--- src/hdl/vtu_pkg.sv ---
// ----------------------------------------------------------------------------
// vtu_pkg
// Shared types, constants and command codes of the Verlet translation update.
// ----------------------------------------------------------------------------
`default_nettype none
package vtu_pkg;

    localparam int PARTICLE_COUNT_DEF = 1024;
    localparam int AXES               = 3;
    localparam int CFG_W              = 17;
    localparam int WORD_W             = 32;
    localparam int PIDX_W             = 10;

    localparam logic [CFG_W-1:0] TIME_STEP_RST       = 17'd66;
    localparam logic [CFG_W-1:0] FORCE_REDUCTION_RST = 17'd65536;

    typedef enum logic [1:0] {
        CMD_PREDICT   = 2'd0,
        CMD_CORRECT   = 2'd1,
        CMD_LOAD_POS  = 2'd2,
        CMD_LOAD_VEL  = 2'd3
    } cmd_t;

    typedef enum logic [0:0] {
        REG_TIME_STEP       = 1'b0,
        REG_FORCE_REDUCTION = 1'b1
    } reg_idx_t;

    // controller to datapath
    typedef struct packed {
        logic clear_wr;   // write zero to all stores at clear address
        logic start;      // latch input item, begin axis work
        logic div_start;  // start divider for current axis
        logic rd;         // issue store reads for current axis
        logic calc;       // capture products
        logic wb;         // write back axis, record result word
        logic load;       // load command writes
        logic out_load;   // move result into output register
        logic [1:0] axis;
    } ctl_t;

    // datapath to controller
    typedef struct packed {
        logic div_done;
        logic is_load;
        logic in_range;
    } sts_t;

    function automatic logic [WORD_W-1:0] sat32(input logic signed [WORD_W+1:0] v);
        logic [WORD_W-1:0] r;
        if (v > $signed({3'b000, {(WORD_W-1){1'b1}}}))
            r = {1'b0, {(WORD_W-1){1'b1}}};
        else if (v < $signed({3'b111, {(WORD_W-1){1'b0}}}))
            r = {1'b1, {(WORD_W-1){1'b0}}};
        else
            r = v[WORD_W-1:0];
        return r;
    endfunction

endpackage
`default_nettype wire

--- src/hdl/vtu_ctrl.sv ---
// ----------------------------------------------------------------------------
// vtu_ctrl
// Sequencer: clearing pass, then per predict or correct item three axes of
// read, divide, compute and write back, then result transfer (not for loads).
// ----------------------------------------------------------------------------
`default_nettype none
module vtu_ctrl #(
    parameter int DEPTH = 3072
) (
    input  wire logic                     clk,
    input  wire logic                     rst_n,
    input  wire logic                     s_tvalid,
    output logic                          s_tready,
    input  wire logic                     out_free,
    input  vtu_pkg::sts_t                 sts,
    output vtu_pkg::ctl_t                 ctl,
    output logic      [$clog2(DEPTH)-1:0] clr_addr
);

    localparam int AW = $clog2(DEPTH);

    typedef enum logic [7:0] {
        S_CLEAR = 8'b0000_0001,
        S_IDLE  = 8'b0000_0010,
        S_DEC   = 8'b0000_0100,
        S_RD    = 8'b0000_1000,
        S_DIV   = 8'b0001_0000,
        S_CALC  = 8'b0010_0000,
        S_WB    = 8'b0100_0000,
        S_OUT   = 8'b1000_0000
    } state_t;

    state_t         state_reg, state_next;
    logic [AW-1:0]  clr_reg, clr_next;
    logic [1:0]     axis_reg, axis_next;
    logic [1:0]     dphase_reg, dphase_next;

    always_comb
    begin
        state_next  = state_reg;
        clr_next    = clr_reg;
        axis_next   = axis_reg;
        dphase_next = dphase_reg;
        ctl         = '0;
        ctl.axis    = axis_reg;
        s_tready    = 1'b0;
        unique case (state_reg)
            S_CLEAR:
            begin
                ctl.clear_wr = 1'b1;
                clr_next     = clr_reg + 1'b1;
                if (clr_reg == AW'(DEPTH - 1))
                begin
                    state_next = S_IDLE;
                end
            end
            S_IDLE:
            begin
                s_tready = 1'b1;
                if (s_tvalid)
                begin
                    ctl.start  = 1'b1;
                    axis_next  = 2'd0;
                    state_next = S_DEC;
                end
            end
            S_DEC:
            begin
                if (!sts.in_range)
                begin
                    state_next = S_IDLE;
                end
                else if (sts.is_load)
                begin
                    ctl.load = 1'b1;
                    if (axis_reg == 2'(vtu_pkg::AXES - 1))
                        state_next = S_IDLE;
                    else
                        axis_next = axis_reg + 1'b1;
                end
                else
                begin
                    state_next = S_RD;
                end
            end
            S_RD:
            begin
                ctl.rd        = 1'b1;
                ctl.div_start = 1'b1;
                dphase_next   = 2'd0;
                state_next    = S_DIV;
            end
            S_DIV:
            begin
                if (sts.div_done)
                begin
                    if (dphase_reg == 2'd2)
                    begin
                        state_next = S_CALC;
                    end
                    else
                    begin
                        ctl.div_start = 1'b1;
                        dphase_next   = dphase_reg + 1'b1;
                    end
                end
            end
            S_CALC:
            begin
                ctl.calc   = 1'b1;
                state_next = S_WB;
            end
            S_WB:
            begin
                ctl.wb = 1'b1;
                if (axis_reg == 2'(vtu_pkg::AXES - 1))
                begin
                    state_next = S_OUT;
                end
                else
                begin
                    axis_next  = axis_reg + 1'b1;
                    state_next = S_RD;
                end
            end
            S_OUT:
            begin
                if (out_free)
                begin
                    ctl.out_load = 1'b1;
                    state_next   = S_IDLE;
                end
            end
            default:
            begin
                state_next = S_IDLE;
            end
        endcase
    end

    always_ff @(posedge clk or negedge rst_n)
    begin
        if (!rst_n)
        begin
            state_reg  <= S_CLEAR;
            clr_reg    <= '0;
            axis_reg   <= '0;
            dphase_reg <= '0;
        end
        else
        begin
            state_reg  <= state_next;
            clr_reg    <= clr_next;
            axis_reg   <= axis_next;
            dphase_reg <= dphase_next;
        end
    end

    assign clr_addr = clr_reg;

endmodule
`default_nettype wire

--- config.mk ---
export PLATFORM = sky130hd
export DESIGN_NAME = vtu_ctrl
export DESIGN_NICKNAME = d
export VERILOG_FILES = /design/src/hdl/vtu_pkg.sv /design/src/hdl/vtu_ctrl.sv
export SDC_FILE = /design/constraint.sdc
export NUM_CORES = 1
export LEC_CHECK = 0
export BUFFER_PORTS_ARGS = -buffer_cell sky130_fd_sc_hd__buf_2
export CORE_UTILIZATION = 40
export CTS_CLUSTER_SIZE = 10
export DETAILED_ROUTE_END_ITERATION = 10
export MAX_ROUTING_LAYER = met4
export PLACE_DENSITY = 0.73
export REMOVE_ABC_BUFFERS = 1
export SLEW_MARGIN = 25
export SYNTH_ARGS = -nofsm -noshare
export SYNTH_HDL_FRONTEND = slang
export SYNTH_SLANG_ARGS = --single-unit
--- constraint.sdc ---
create_clock -name clk -period 3.2 [get_ports clk]
set_clock_uncertainty 0.2 [all_clocks]
set_input_delay 0.8 -clock clk [delete_from_list [all_inputs] [get_ports clk]]
set_output_delay 0.8 -clock clk [all_outputs]
set_load 0.01 [all_outputs]
[Word level (Yosys, flattened, before mapping)]
Cells that the tools add are included.
Word-level totals
  register bits after elaboration: 24
  bits of input ports: 7
  output and inout port bits: 23
  word-level logic and storage cells: 65
Operators by class
  add/subtract/negate cells: 3
  eq/ne operators: 20
  mux-type cells: 33
  reduce and logical (&&, ||, !) cells: 5
Operators with widths (number)
  8-bit 2-to-1 mux: 9
  8-bit one-hot mux with 8 select lines: 1
  2-bit inequality test, second input constant: 8
  1-bit 2-to-1 mux: 14
  12-bit by 1-bit adder with 12-bit output, second input constant: 1
  12-bit == test, second input constant: 1
  2-bit 2-to-1 mux: 6
  8-bit by 1-bit == test with 1-bit output, second input constant: 1
  8-bit by 2-bit == test with 1-bit output, second input constant: 1
  8-bit by 3-bit == test with 1-bit output, second input constant: 1
  8-bit by 4-bit == test with 1-bit output, second input constant: 1
  8-bit by 5-bit == test with 1-bit output, second input constant: 1
  8-bit by 6-bit == test with 1-bit output, second input constant: 1
  8-bit by 7-bit == test with 1-bit output, second input constant: 1
  8-bit == test, second input constant: 1
  2-bit one-hot mux with 3 select lines: 1
  6-bit AND reduction: 1
  2-bit by 1-bit adder with 2-bit output, second input constant: 2
  2-bit == test, second input constant: 2
  4-bit inequality test, second input constant: 1
  2-bit one-hot mux with 2 select lines: 1
  4-bit AND reduction: 1
  3-bit AND reduction: 1
  3-bit nonzero test: 1
  2 further kinds: 2

[Logic depth before layout (Yosys ltp)]
  word-level depth: 5
  depth in mapped cells: 6
  mapped depth without buffers: 6

[Least setup slack after synthesis]
Ideal clock, no wire load.
  path kind: register to output
  start: register state_reg[1]
  end: output port ctl[7] (netlist bit)
  arrival: 1.502 ns
  required time: 2.200 ns
  path slack: 0.698 ns
  stages on the path, launching flop included: 5
  buffers on the path: 0
  cell sequence: dfrtp_1 > or4_4 > nor4_4 > nand3b_1 > nand2_1
RTL lines
  start, declared: line vtu_ctrl.sv:33  | state_t state_reg, state_next;
  start signal, assigned: line vtu_ctrl.sv:152  | state_reg <= state_next;
  end, declared: line vtu_ctrl.sv:16  | output vtu_pkg::ctl_t ctl,

==> results.md <==
- Post-synthesis compound-gate area fraction: 7.59%
- Met3 routed wirelength: 139 um
- Global-route wire length before repair: 4630 um
- Commonest non-fill, non-tap cell in the layout: sky130_fd_sc_hd__buf_2
- Share of synthesized area spent on multiplexers: 0.779%
- Worst setup startpoint: state_reg[1]
- Number of max-cap violations: 0
- Setup repair after global routing missed its margin: false
- Achievable frequency: 0.326 GHz
- TritonCTS clock tree: yes
- Count of vias placed by the detailed router: 1035
- Flip-flop and latch count after synthesis: 24
- Ratio of final minimum period to clock period: 95.7%
- Ratio of routed vias to standard cells: 5.23
- Vias in the first global route: 1013
- Number of cells traversed by the worst register-to-register path: 5
- Worst-Skew Late Latency: 0.31 ns
- Synth warnings: 0
- # DRC: 0
- Number of detailed-routing iterations run before antenna repair: 4
- Worst-Margin Slew: 0.515 ns
- CTS Root Cell: sky130_fd_sc_hd__clkbuf_4
- Total Die Area: 3440 sq um
- Filler cell count in the final layout: 314
- Count of cells resized by post-cts repair: 0
- Maximum number of pins on one net before global-route repair: 25
- Number of instances in the placed design: 194
- Net count, final: 165
- Die X-Extent: 58.7 um
- Level count of the clock H-tree: 1
- Post-route met1 wirelength: 1200 um
- Max VDD drop: 0.165 mV
- Post-synth top flop: sky130_fd_sc_hd__dfrtp_1
- Count of buffers inserted at the top-level ports: 29
- Leakage power total: 0.776 nW
- Launching element type of the critical path: register
- Adder-cell share of the synthesized area: 2.92%
- Unique masters post-synth: 44
- Dpl hpwl: 2040 um
- Run status: completed
- Area contributors post-synth: sky130_fd_sc_hd__dfrtp_1 45%, sky130_fd_sc_hd__xnor2_1 6.8%, sky130_fd_sc_hd__nand2_1 3.8%
- Number of antenna violations at the first check in global routing: 0
- Largest fanout on the critical path: 6
- Post-synthesis cell type with the largest combined area: sky130_fd_sc_hd__dfrtp_1
- Number of flops mapped to enable cells by yosys: 0
- Core area: 3050 sq um
- Power density over the cells: 522 nW/um^2
- Commonest non-fill, non-tap cells in the layout: 29 x sky130_fd_sc_hd__buf_2, 23 x sky130_fd_sc_hd__dfrtp_1, 13 x sky130_fd_sc_hd__nand2_1, 10 x sky130_fd_sc_hd__xnor2_1
- Inserted Diodes: 0
- Combined global-route utilization of all metal layers: 18.4%
- Worst reg2reg path endpoint: axis_reg[1]
- Combinational family with the most area after synthesis: simple AND/OR/NAND/NOR gates
- Kind of end point of the critical path: output port
- Combined flip-flop and latch cell area: 602 sq um
- Cell Area, Synth: 1280 sq um
- Max reg flops: 12
- Final GP Congestion: 0.932
- Number of sinks handled by clock tree synthesis: 24
- Tightest Hold Check Type: input pin to asynchronous set/reset pin
- Min cycle time layout: 3.06 ns
- Fin Setup TNS: 0 ns
- Area of the multi-input gates: 657 sq um
- Parity-gate share of the synthesized area counting xor and xnor cells: 8.18%
- Die Height: 58.7 um
- Cell count after synthesis: 121
- Share of flip-flops with an asynchronous set or reset after synthesis: 100%
- Routed wire length on met2: 1270 um
- Total I/O pin count: 30
- Mean post-synth cell area: 10.6 sq um
- Row count: 20
- Crit Reg-Reg Startpoint: state_reg[5]
- Maximum clock insertion buffer count: 2
- Top Metal Used: met4
- Share of layout cells above drive strength 1: 31.2%
- Required time of the critical path: 2.20 ns
- Number of max-slew violations in the final report: 0
- Worst setup path endpoint: ctl[7]
- Initial Utilization: 42.1%
- Share of synthesized cell area in and, or, nand and nor gates: 31.6%
- Post-DRT Antenna Nets: 0
- GRT Residual Overflow: 0
- Drt initial violations: 39
- Number of buffers created by CTS: 3
- Number of setup violations in the final report: 0
- Routed Wire Length: 2640 um
- Crit path DAT: 2.06 ns
- Final Core Density: 49.8%
- Proportion of netlist area held by the largest area contributor: 44.8%
- Worst slew margin relative to its limit: 65.7%
- Synthesis-to-finish area growth: 18.4%
- Cts hold-fix bufs: 0
- Clk slew on worst S/H paths: 0.13 ns
- Mean routed wirelength per cell: 13.3 um
- Final Hold Violating Endpoints: 0
- R2r setup slk: 1.05 ns
- Number of standard cells in the layout, taps in and fillers out: 198
- Portion of the post-synthesis area used by sequential elements: 46.8%
- WS Path Type: register to output port
- Number of buffers inserted to repair setup after CTS: 0
==> critical path, cell delays in order, from the launching register on <==
cell and delay, ns:
sky130_fd_sc_hd__dfrtp_1 0.45, sky130_fd_sc_hd__or4_4 0.56, sky130_fd_sc_hd__nor4_4 0.30, sky130_fd_sc_hd__nand3b_1 0.20
sky130_fd_sc_hd__nand2_1 0.10, sky130_fd_sc_hd__buf_2 0.13
==> worst min-delay path by stage <==
stage                  startpoint       endpoint  slack [ns]  depth (start not counted)
global placement    dphase_reg[0]  dphase_reg[0]        0.26                          1
floorplan           dphase_reg[0]  dphase_reg[0]        0.25                          1
CTS                         rst_n   state_reg[6]        0.25                          1
finish                      rst_n   state_reg[6]        0.23                          1
global route                rst_n   state_reg[6]        0.28                          1
detailed placement  dphase_reg[0]  dphase_reg[0]        0.29                          1
==> metrics by stage <==
| stage | worst slack, ns | hold slack (ns) | total power [mW] | instance area [sq um] |
|---|---|---|---|---|
| 2_1_floorplan | 0.698 | 0.248 | 0.570 | 1280 |
| 3_3_place_gp | 0.563 | 0.262 | 0.634 | 1490 |
| 5_1_grt | 0.0272 | 0.278 | 0.847 | 1520 |
| 3_5_place_dp | 0.526 | 0.285 | 0.642 | 1490 |
| 4_1_cts | 0.145 | 0.246 | 0.802 | 1520 |
| 6_report | 0.137 | 0.234 | 0.795 | 1520 |
==> cell type report <==
cell class / count / area share (%)
Tap cell: 44 / 3.62
Sequential cell: 24 / 39.6
Timing Repair Buffer: 29 / 9.54
Multi-Input combinational cell: 90 / 43.2
Clock buffer: 4 / 2.38
Inverter: 7 / 1.73
==> cells by family after synthesis <==
logic type,after synthesis
AOI/OAI and AO/OA,14
xor gates and xnor gates,12
adders and majority gates,3
buffers and inverters,7
DFF,24
muxes,1
and+or+nand+nor,60
==> where the power goes <==
group	leakage (nW)	switching (mW)	internal, mW
registers	0.327	0.0347	0.328
clock network	0.0210	0.0873	0.0695
logic	0.428	0.147	0.128
==> metal layers <==
layer  vias to the layer above  global-route usage [%]
met3                         4                    2.64
met5                         -                       -
met1                       485                    23.5
met4                         0                    6.46
li1                        510                       -
met2                        36                    30.2
==> cells in the mapped netlist (2+ instances only) <==
master                     count
sky130_fd_sc_hd__or4_4         3
sky130_fd_sc_hd__nand3_1       7
sky130_fd_sc_hd__nand2_1      13
sky130_fd_sc_hd__nor2b_1       2
sky130_fd_sc_hd__nand2b_1      2
sky130_fd_sc_hd__ha_1          3
sky130_fd_sc_hd__xnor2_1      10
sky130_fd_sc_hd__xor2_1        2
sky130_fd_sc_hd__nand4b_1      2
sky130_fd_sc_hd__dfrtp_1      23
sky130_fd_sc_hd__o21ai_1       2
sky130_fd_sc_hd__nor2_1        7
sky130_fd_sc_hd__inv_1         6
sky130_fd_sc_hd__nor4_2        2
sky130_fd_sc_hd__o22ai_1       3
sky130_fd_sc_hd__and3b_1       2
sky130_fd_sc_hd__nor3_1        4
sky130_fd_sc_hd__nand4_1       2
Note: power is estimated with default switching activity, not from simulation.
